### src/rtl/nd_pad_address_generator_macros.svh
// Assertion macros shared by the pad address generator RTL.
// Expects signals clk and rst_n in the scope where a macro is used.
`ifndef ND_PAD_ADDRESS_GENERATOR_MACROS_SVH
`define ND_PAD_ADDRESS_GENERATOR_MACROS_SVH

// Condition holds on every clock edge out of reset
`define NDPAD_ASSERT_ALWAYS(lbl, cond) \
    lbl: assert property (@(posedge clk) disable iff (!rst_n) (cond)) \
        else $error("ndpad assertion failed");

// Antecedent implies consequent in the same cycle
`define NDPAD_ASSERT_IMPLY(lbl, ante, cons) \
    lbl: assert property (@(posedge clk) disable iff (!rst_n) (ante) |-> (cons)) \
        else $error("ndpad assertion failed");

// Antecedent implies consequent in the next cycle
`define NDPAD_ASSERT_NEXT(lbl, ante, cons) \
    lbl: assert property (@(posedge clk) disable iff (!rst_n) (ante) |=> (cons)) \
        else $error("ndpad assertion failed");

`endif

### src/rtl/ndpad_pkg.sv
// Shared constants and types for the N-dimensional pad address generator.
// No dependencies; used by ndpad_dim_cell and nd_pad_address_generator.
package ndpad_pkg;

    // Geometry sizing
    localparam int MAX_DIMS    = 4;
    localparam int EXTENT_BITS = 12;
    localparam int STRIDE_BITS = 28;
    localparam int ELEM_BITS   = 32;

    // Fixed field widths of the ports and registers
    localparam int COUNT_BITS  = 48;
    localparam int FILL_BITS   = 32;
    localparam int MODE_BITS   = 2;
    localparam int RANK_BITS   = 3;
    localparam int DIM_WORD_W  = 64;
    localparam int CFG_DATA_W  = 64;

    // Register map
    localparam int REG_PAD_MODE   = 0;
    localparam int REG_RANK       = 1;
    localparam int REG_FILL_VALUE = 2;
    localparam int REG_DIM_BASE   = 3;
    localparam int REG_COUNT      = REG_DIM_BASE + MAX_DIMS;
    localparam int CFG_INDEX_W    = $clog2(REG_COUNT);

    // Pad modes; the unused code falls back to constant padding
    localparam logic [MODE_BITS-1:0] MODE_CONSTANT = 2'd0;
    localparam logic [MODE_BITS-1:0] MODE_REFLECT  = 2'd1;
    localparam logic [MODE_BITS-1:0] MODE_EDGE     = 2'd2;

    // Dimension word layout; bits above the word read as zero
    localparam int GEOM_BITS = 3 * EXTENT_BITS + STRIDE_BITS;
    localparam int GEOM_W    = (GEOM_BITS > DIM_WORD_W) ? GEOM_BITS : DIM_WORD_W;
    localparam int SRC_LSB   = 0;
    localparam int OUT_LSB   = EXTENT_BITS;
    localparam int LEAD_LSB  = 2 * EXTENT_BITS;
    localparam int STR_LSB   = 3 * EXTENT_BITS;

    // Signed working width of a source coordinate, and of its mapped result
    localparam int SRC_W = EXTENT_BITS + 3;
    localparam int MAP_W = EXTENT_BITS + 1;

    // Low ELEM_BITS of the fill register are emitted
    localparam int FILL_KEEP = (ELEM_BITS < FILL_BITS) ? ELEM_BITS : FILL_BITS;
    localparam logic [FILL_BITS-1:0] FILL_MASK = FILL_BITS'((65'd1 << FILL_KEEP) - 65'd1);

    // Per-dimension settings seen by one cell
    typedef struct packed {
        logic [MODE_BITS-1:0]   mode;
        logic                   active;
        logic [EXTENT_BITS-1:0] src_ext;
        logic [EXTENT_BITS-1:0] out_ext;
        logic [EXTENT_BITS-1:0] lead;
        logic [STRIDE_BITS-1:0] stride;
    } dim_cfg_t;

    // Walk and pipeline control broadcast to the cells
    typedef struct packed {
        logic accept;
        logic restart;
        logic wrap;
        logic ld2;
        logic ld3;
    } cell_ctl_t;

endpackage

### src/rtl/ndpad_dim_cell.sv
// One dimension of the pad walk: coordinate counter, carry link and the
// per-dimension offset lane (map, multiply). Depends on ndpad_pkg.
`include "nd_pad_address_generator_macros.svh"

module ndpad_dim_cell
(
    input  logic                                clk,
    input  logic                                rst_n,
    input  ndpad_pkg::cell_ctl_t                ctl,
    input  ndpad_pkg::dim_cfg_t                 cfg,
    input  logic                                carry_in,
    output logic                                carry_out,
    output logic [ndpad_pkg::STRIDE_BITS-1:0]   term,
    output logic                                pad
);

    localparam int E  = ndpad_pkg::EXTENT_BITS;
    localparam int S  = ndpad_pkg::STRIDE_BITS;
    localparam int SW = ndpad_pkg::SRC_W;
    localparam int MW = ndpad_pkg::MAP_W;
    localparam logic signed [SW-1:0] TWO = SW'(2);

    logic [E-1:0]            pos_reg;
    logic [E-1:0]            pos_next;
    logic [E-1:0]            pos_eff;
    logic [E:0]              pos_inc;
    logic [E-1:0]            out_ext_eff;
    logic                    wrap_here;
    logic [E-1:0]            s1_pos_reg;
    logic [MW-1:0]           s2_coord_reg;
    logic                    s2_pad_reg;
    logic [S-1:0]            s3_term_reg;
    logic                    s3_pad_reg;
    logic [MW-1:0]           map_coord;
    logic                    map_pad;
    logic [MW+S-1:0]         prod_full;

    // Coordinate step with carry from the faster neighbor
    always_comb
    begin
        pos_eff     = ctl.restart ? '0 : pos_reg;
        pos_inc     = {1'b0, pos_eff} + (E+1)'(1);
        out_ext_eff = (cfg.out_ext == '0) ? E'(1) : cfg.out_ext;
        wrap_here   = (pos_inc >= {1'b0, out_ext_eff});
        pos_next    = pos_reg;
        carry_out   = carry_in;
        if (ctl.accept)
        begin
            pos_next = pos_eff;
            if (cfg.active)
            begin
                carry_out = carry_in && wrap_here;
                if (carry_in)
                begin
                    pos_next = wrap_here ? '0 : pos_inc[E-1:0];
                end
            end
            if (ctl.wrap)
            begin
                pos_next = '0;
            end
        end
    end

    always_ff @(posedge clk or negedge rst_n)
    begin
        if (!rst_n)
        begin
            pos_reg <= '0;
        end
        else
        begin
            pos_reg <= pos_next;
        end
    end

    // Map output coordinate to source coordinate
    always_comb
    begin
        logic signed [SW-1:0] r;
        logic signed [SW-1:0] xd;
        logic signed [SW-1:0] a;
        logic signed [SW-1:0] m;
        logic signed [SW-1:0] t;
        logic signed [SW-1:0] hi;
        r  = $signed({{(SW-E){1'b0}}, s1_pos_reg})
           - $signed({{(SW-E){cfg.lead[E-1]}}, cfg.lead});
        xd = $signed({{(SW-E){1'b0}}, cfg.src_ext});
        hi = xd - SW'(1);
        a  = (r < 0) ? -r : r;
        m  = xd + xd - a - TWO;
        t  = r;
        map_pad = 1'b0;
        unique case (cfg.mode)
            ndpad_pkg::MODE_REFLECT:
            begin
                t = (m < a) ? m : a;
                if (t < 0) t = '0;
            end
            ndpad_pkg::MODE_EDGE:
            begin
                if (t > hi) t = hi;
                if (t < 0) t = '0;
            end
            default:
            begin
                if ((r < 0) || (r >= xd))
                begin
                    map_pad = 1'b1;
                    t       = '0;
                end
            end
        endcase
        map_coord = t[MW-1:0];
        if (!cfg.active)
        begin
            map_coord = '0;
            map_pad   = 1'b0;
        end
    end

    // Offset term, truncated to the stride width
    assign prod_full = (MW+S)'(s2_coord_reg) * (MW+S)'(cfg.stride);

    // Lane pipeline: snapshot, mapped coordinate, product
    always_ff @(posedge clk)
    begin
        if (ctl.accept)
        begin
            s1_pos_reg <= pos_eff;
        end
        if (ctl.ld2)
        begin
            s2_coord_reg <= map_coord;
            s2_pad_reg   <= map_pad;
        end
        if (ctl.ld3)
        begin
            s3_term_reg <= prod_full[S-1:0];
            s3_pad_reg  <= s2_pad_reg;
        end
    end

    assign term = s3_term_reg;
    assign pad  = s3_pad_reg;

endmodule

### src/rtl/nd_pad_address_generator.sv
// An accepted beat passes the snapshot, map and product registers, then the output register.
// Throughput: one beat per cycle unless stalled; the walk's carry chain is combinational.
// Stages behind the walk collapse bubbles, so input is taken while a result waits.
// Reset: walk coordinates and element count go to zero, config to reset values
// (constant mode, rank 1, zero fill and geometry); no clearing pass is needed.
`include "nd_pad_address_generator_macros.svh"

module nd_pad_address_generator
(
    input  logic                                   clk,
    input  logic                                   rst_n,
    // configuration write port
    input  logic                                   cfg_we,
    input  logic [ndpad_pkg::CFG_INDEX_W-1:0]      cfg_index,
    input  logic [ndpad_pkg::CFG_DATA_W-1:0]       cfg_data,
    // input channel
    input  logic                                   in_valid,
    output logic                                   in_stall,
    input  logic                                   restart,
    // output channel
    output logic                                   out_valid,
    input  logic                                   out_stall,
    output logic [ndpad_pkg::COUNT_BITS-1:0]       out_index,
    output logic [ndpad_pkg::STRIDE_BITS-1:0]      src_offset,
    output logic                                   use_fill,
    output logic [ndpad_pkg::FILL_BITS-1:0]        fill_bits,
    output logic                                   last
);

    localparam int ND = ndpad_pkg::MAX_DIMS;
    localparam int S  = ndpad_pkg::STRIDE_BITS;
    localparam int CB = ndpad_pkg::COUNT_BITS;
    localparam int E  = ndpad_pkg::EXTENT_BITS;

    // Configuration registers
    logic [ndpad_pkg::MODE_BITS-1:0]  pad_mode_reg;
    logic [ndpad_pkg::RANK_BITS-1:0]  rank_reg;
    logic [ndpad_pkg::FILL_BITS-1:0]  fill_value_reg;
    logic [ndpad_pkg::DIM_WORD_W-1:0] dim_word_reg [ND];

    always_ff @(posedge clk or negedge rst_n)
    begin
        if (!rst_n)
        begin
            pad_mode_reg   <= ndpad_pkg::MODE_CONSTANT;
            rank_reg       <= ndpad_pkg::RANK_BITS'(1);
            fill_value_reg <= '0;
            for (int d = 0; d < ND; d++)
            begin
                dim_word_reg[d] <= '0;
            end
        end
        else if (cfg_we)
        begin
            if (cfg_index == ndpad_pkg::CFG_INDEX_W'(ndpad_pkg::REG_PAD_MODE))
            begin
                pad_mode_reg <= cfg_data[ndpad_pkg::MODE_BITS-1:0];
            end
            if (cfg_index == ndpad_pkg::CFG_INDEX_W'(ndpad_pkg::REG_RANK))
            begin
                rank_reg <= cfg_data[ndpad_pkg::RANK_BITS-1:0];
            end
            if (cfg_index == ndpad_pkg::CFG_INDEX_W'(ndpad_pkg::REG_FILL_VALUE))
            begin
                fill_value_reg <= cfg_data[ndpad_pkg::FILL_BITS-1:0];
            end
            for (int d = 0; d < ND; d++)
            begin
                if (cfg_index == ndpad_pkg::CFG_INDEX_W'(ndpad_pkg::REG_DIM_BASE + d))
                begin
                    dim_word_reg[d] <= cfg_data[ndpad_pkg::DIM_WORD_W-1:0];
                end
            end
        end
    end

    // Unpack geometry per dimension; rank 0 acts as 1, large rank as all dims
    ndpad_pkg::dim_cfg_t dim_cfg [ND];

    always_comb
    begin
        logic [ndpad_pkg::GEOM_W-1:0] g;
        for (int d = 0; d < ND; d++)
        begin
            g = ndpad_pkg::GEOM_W'(dim_word_reg[d]);
            dim_cfg[d].mode    = pad_mode_reg;
            dim_cfg[d].active  = (d == 0) || (int'(rank_reg) > d);
            dim_cfg[d].src_ext = g[ndpad_pkg::SRC_LSB  +: E];
            dim_cfg[d].out_ext = g[ndpad_pkg::OUT_LSB  +: E];
            dim_cfg[d].lead    = g[ndpad_pkg::LEAD_LSB +: E];
            dim_cfg[d].stride  = g[ndpad_pkg::STR_LSB  +: S];
        end
    end

    // Pipeline occupancy and bubble-collapsing advance
    logic v1_reg, v2_reg, v3_reg, out_valid_reg;
    logic v1_next, v2_next, v3_next, out_valid_next;
    logic ld_out, ld3, ld2, accept;
    logic free3, free2, free1;

    always_comb
    begin
        ld_out   = v3_reg && (!out_valid_reg || !out_stall);
        free3    = !v3_reg || ld_out;
        ld3      = v2_reg && free3;
        free2    = !v2_reg || ld3;
        ld2      = v1_reg && free2;
        free1    = !v1_reg || ld2;
        accept   = in_valid && free1;
        in_stall = !free1;

        out_valid_next = ld_out || (out_valid_reg && out_stall);
        v3_next        = ld3 || (v3_reg && !ld_out);
        v2_next        = ld2 || (v2_reg && !ld3);
        v1_next        = accept || (v1_reg && !ld2);
    end

    always_ff @(posedge clk or negedge rst_n)
    begin
        if (!rst_n)
        begin
            v1_reg        <= 1'b0;
            v2_reg        <= 1'b0;
            v3_reg        <= 1'b0;
            out_valid_reg <= 1'b0;
        end
        else
        begin
            v1_reg        <= v1_next;
            v2_reg        <= v2_next;
            v3_reg        <= v3_next;
            out_valid_reg <= out_valid_next;
        end
    end

    // Row of dimension cells; carry enters at the fastest dimension
    logic                 carry [ND+1];
    logic [S-1:0]         term  [ND];
    logic [ND-1:0]        pad_vec;
    logic                 walk_last;
    ndpad_pkg::cell_ctl_t ctl;

    assign carry[ND]   = 1'b1;
    assign walk_last   = carry[0];
    assign ctl.accept  = accept;
    assign ctl.restart = restart;
    assign ctl.wrap    = walk_last;
    assign ctl.ld2     = ld2;
    assign ctl.ld3     = ld3;

    for (genvar d = 0; d < ND; d++)
    begin : g_cell
        ndpad_dim_cell u_cell
        (
            .clk       (clk),
            .rst_n     (rst_n),
            .ctl       (ctl),
            .cfg       (dim_cfg[d]),
            .carry_in  (carry[d+1]),
            .carry_out (carry[d]),
            .term      (term[d]),
            .pad       (pad_vec[d])
        );
    end

    // Element counter
    logic [CB-1:0] cnt_reg;
    logic [CB-1:0] cnt_next;
    logic [CB-1:0] cnt_eff;

    always_comb
    begin
        cnt_eff  = restart ? '0 : cnt_reg;
        cnt_next = cnt_reg;
        if (accept)
        begin
            cnt_next = walk_last ? '0 : cnt_eff + CB'(1);
        end
    end

    always_ff @(posedge clk or negedge rst_n)
    begin
        if (!rst_n)
        begin
            cnt_reg <= '0;
        end
        else
        begin
            cnt_reg <= cnt_next;
        end
    end

    // Index and last marker travel alongside the cell lanes
    logic [CB-1:0] s1_cnt_reg, s2_cnt_reg, s3_cnt_reg;
    logic          s1_last_reg, s2_last_reg, s3_last_reg;

    always_ff @(posedge clk)
    begin
        if (accept)
        begin
            s1_cnt_reg  <= cnt_eff;
            s1_last_reg <= walk_last;
        end
        if (ld2)
        begin
            s2_cnt_reg  <= s1_cnt_reg;
            s2_last_reg <= s1_last_reg;
        end
        if (ld3)
        begin
            s3_cnt_reg  <= s2_cnt_reg;
            s3_last_reg <= s2_last_reg;
        end
    end

    // Sum the lane terms and form the result beat
    logic [S-1:0] offset_sum;
    logic         pad_any;

    always_comb
    begin
        offset_sum = '0;
        for (int d = 0; d < ND; d++)
        begin
            offset_sum = offset_sum + term[d];
        end
        pad_any = |pad_vec;
    end

    logic [CB-1:0]                   out_index_reg;
    logic [S-1:0]                    src_offset_reg;
    logic                            use_fill_reg;
    logic [ndpad_pkg::FILL_BITS-1:0] fill_bits_reg;
    logic                            last_reg;

    always_ff @(posedge clk)
    begin
        if (ld_out)
        begin
            out_index_reg  <= s3_cnt_reg;
            last_reg       <= s3_last_reg;
            use_fill_reg   <= pad_any;
            src_offset_reg <= pad_any ? '0 : offset_sum;
            fill_bits_reg  <= pad_any ? (fill_value_reg & ndpad_pkg::FILL_MASK) : '0;
        end
    end

    assign out_valid  = out_valid_reg;
    assign out_index  = out_index_reg;
    assign src_offset = src_offset_reg;
    assign use_fill   = use_fill_reg;
    assign fill_bits  = fill_bits_reg;
    assign last       = last_reg;

    // Checks
    `NDPAD_ASSERT_NEXT(a_wrap_clears_count, accept && walk_last, cnt_reg == '0)
    `NDPAD_ASSERT_IMPLY(a_no_fill_bits_on_copy, out_valid && !use_fill, fill_bits == '0)
    `NDPAD_ASSERT_NEXT(a_stage3_holds_when_blocked, v3_reg && out_valid_reg && out_stall, v3_reg)
    `NDPAD_ASSERT_IMPLY(a_empty_front_accepts, !v1_reg, !in_stall)

endmodule

### config.mk
export PLATFORM = sky130hd
export DESIGN_NAME = nd_pad_address_generator
export DESIGN_NICKNAME = d
export VERILOG_FILES = /design/src/rtl/ndpad_pkg.sv /design/src/rtl/ndpad_dim_cell.sv /design/src/rtl/nd_pad_address_generator.sv
export VERILOG_INCLUDE_DIRS = /design/src /design/src/rtl
export SDC_FILE = /design/constraint.sdc
export NUM_CORES = 2
export LEC_CHECK = 0
export BUFFER_PORTS_ARGS = -buffer_cell sky130_fd_sc_hd__clkbuf_2
export CORE_UTILIZATION = 66
export CTS_BUF_LIST = sky130_fd_sc_hd__clkbuf_8
export CTS_CLUSTER_DIAMETER = 200
export CTS_CLUSTER_SIZE = 25
export DETAILED_ROUTE_END_ITERATION = 12
export PLACE_DENSITY = 0.83
export SYNTH_ARGS = -nofsm -noshare
export SYNTH_HDL_FRONTEND = slang
export SYNTH_SLANG_ARGS = --single-unit
### constraint.sdc
create_clock -name clk -period 12.5 [get_ports clk]
set_input_delay 0.625 -clock clk [delete_from_list [all_inputs] [get_ports clk]]
set_output_delay 0.625 -clock clk [all_outputs]
set_load 0.005 [all_outputs]
==> impl_metrics.toml <==
[min_path]
hold_class = "primary input to flip-flop"
min_path_cells = 2

[placed_design]
io_buffer_count = 184
post-dp-hpwl_um = 157000
place_congestion = 0.979

[synth]
synthMostInstantiatedCell = "inv_1"
synth.largest_area_cell = "fa_1"
ys_ff_latch = 870
ys_types = 86
async_flop_share = 0.452
avgSynthCellArea_um2 = 10.1
synth-edff-count = 477
ys_top_cells_by_area = "fa_1 23%, edfxtp_1 18%, dfrtp_1 12%, ha_1 9.2%, inv_1 5.5%"
synthTopCellsByCount = "1,177 x inv_1, 1,049 x nand2_1, 914 x fa_1"
syn-instance-count = 7966
yosys_most_used_dff = "edfxtp_1"
yosysSeqAreaShare = 0.301
yosysWarnings = 0
mappedNetlistArea_um2 = 80400
synthDominantCellAreaShare = 0.228

[final_layout]
nNetsFinal = 9525
layout-drive-gt1-share = 0.0760
largest_register_ff_count = 256
fillCellCount = 8851
syn_to_final_growth_pct = 3.74

[floorplan]
coreArea_um2 = 120000
die_w_um = 351
ios = 185
rows = 127
dieArea_um2 = 123000
die-height_um = 351
start_util = 0.668

[cts]
cts_max_level = 2
post_cts_resized = 0
clkTransAtPathRegs_ns = 0.18
cts_tree = "yes"
cts-root-buf = "clkbuf_8"
cts_sinks = 870
numCtsBuffers = 40
insertion_delay_ns = 0.80
clk_path_buf_depth = 3
post-cts-setup-buffers = 0

[timing]
fin_crit_ns = 8.26
period_share = 0.661
tightest_slew_ns = 1.32
fmax_mhz = 121
skew_ns = 0.0436
max_slew_margin = 0.120
fin_setup_tns_ns = 0
report.final.slew_viol_count = 0
rsz0062_at_grt = "no"
setup_violations = 0
hold_viol_final = 0

[setup_path]
arrival_ns = 8.91
reg2reg_depth = 32
critPathKind = "flip-flop to flip-flop"
slowest_stage = "a21oi_1"
cp.required_ns = 13.15
cp-end-kind = "flip-flop"
crit_top_cell = "ha_1"
start_kind = "flip-flop"
max_stage_delay_ns = 0.80
cp_max_fo = 11

[global_route]
grt_max_degree = 118
top_usage_layer = "met2"
met3_usage = 0.0420
grt_first_pass_wirelength_um = 322000
met1_usage = 0.425
grt_use_met2 = 0.547
grt_pass1_vias = 60500
gr-total-overflow = 0
antenna_found_initial = 8
grt.total_usage = 0.335

[detailed_routing]
viasPerCell = 6.06
drcViolationCount = 0
routedWlPerCell_um = 21.0
drt-pass1-iter-count = 6
ant_nets = 0
routed_wl_um = 201000
num_vias = 58100
drt_first_iter_violations = 4971

[status]
status = "complete, no violations"

[run]
cap_violations = 0
==> cells by family after synthesis <==
| group | count (synthesis) | synth area share |
|---|---|---|
| AO/OA/AOI/OAI | 1066 | 0.0854 |
| adder cells (fa/ha/maj) | 1508 | 0.320 |
| multiplexers | 272 | 0.0379 |
| XOR/XNOR | 401 | 0.0438 |
| buffers and inverters | 1492 | 0.0699 |
| other | 1 | 0.0000466 |
| flip-flops | 870 | 0.301 |
| AND/OR/NAND/NOR | 2356 | 0.142 |
==> timing repair <==
item / 4_1_cts / 5_1_grt
hold buffers: 2 / 0
endpoints found under the hold margin: 113 / 0
endpoints found under the setup margin: 0 / 0
==> metal layers <==
metal	share of wire	wire, um
met3	0.074	15000
met4	0.076	15400
met2	0.47	94700
met1	0.38	76300
met5	0.00014	28
==> worst max-delay path, delay by kind of cell (launching register included) <==
kind	cells	cell delay (ns)
adder cells (fa/ha/maj)	5	1.46
XOR/XNOR	3	0.77
AO/OA/AOI/OAI	13	3.31
buffers and inverters	2	0.23
multiplexers	1	0.08
flip-flops	1	0.42
AND/OR/NAND/NOR	8	1.85
==> stage by stage <==
step | utilization | hold slack [ns] | worst slack, ns | instances | cell area (um^2)
2_1_floorplan | - | 0.329 | 3.20 | 7969 | 80400
3_3_place_gp | 0.687 | 0.402 | 4.66 | 9512 | 82600
3_5_place_dp | 0.687 | 0.405 | 4.44 | 9512 | 82600
4_1_cts | 0.693 | 0.0318 | 4.42 | 9588 | 83400
5_1_grt | 0.693 | 0.0725 | 3.66 | 9596 | 83400
6_report | 0.693 | 0.112 | 4.24 | 9597 | 83400
==> area by class of cell <==
type	instances	area, um^2	area share
Antenna cell	9	22.5	0.000270
Clock buffer	40	551	0.00660
Clock inverter	34	163	0.00195
Inverter	1181	4440	0.0532
Multi-Input combinational cell	5607	50700	0.607
Sequential cell	870	24200	0.290
Tap cell	1612	2020	0.0242
Timing Repair Buffer	244	1390	0.0167
==> placed cells by master, fill, tap and decap left out, drive strengths merged, types with 12 or more instances in the layout <==
cell	count
a211oi	23
a21boi	12
a21o	114
a21oi	263
a221o	13
a221oi	31
a22o	30
a31o	14
a31oi	48
and2	464
and3	52
and4	12
buf	60
clkbuf	222
dfrtp	392
edfxtp	477
fa	914
ha	594
inv	1214
mux2	261
nand2	1050
nand2b	48
nand3	89
nand4	59
nor2	241
nor2b	129
nor3	85
nor4	43
o2111ai	13
o211ai	19
o21a	37
o21ai	274
o21bai	17
o22ai	20
o31ai	54
or2	18
or3	20
xnor2	300
xor2	101
==> path summary, 6_finish.rpt <==
| check | start | endpoint | slack (ns) |
|---|---|---|---|
| setup / recovery | dim_cfg[95]$_DFFE_PN0P_ | g_cell[2].u_cell.s2_coord_reg[8]$_SDFFCE_PP0P_ | 4.24 |
| hold / removal | out_stall | out_valid$_DFF_PN0_ | 0.11 |
| setup reg to reg | dim_cfg[95]$_DFFE_PN0P_ | g_cell[2].u_cell.s2_coord_reg[8]$_SDFFCE_PP0P_ | 4.24 |
| hold reg to reg | s3_cnt_reg[14]$_DFFE_PP_ | out_index[14]$_DFFE_PP_ | 0.40 |
| max in group asynchronous | rst_n | cnt_reg[34]$_DFFE_PN0P_ | 10.34 |
| min in group asynchronous | rst_n | fill_value_reg[15]$_DFFE_PN0P_ | 0.49 |
Power is left out: the tool's default activity adds up to more than one toggle a clock period on the data nets, which glitch-free logic cannot reach.
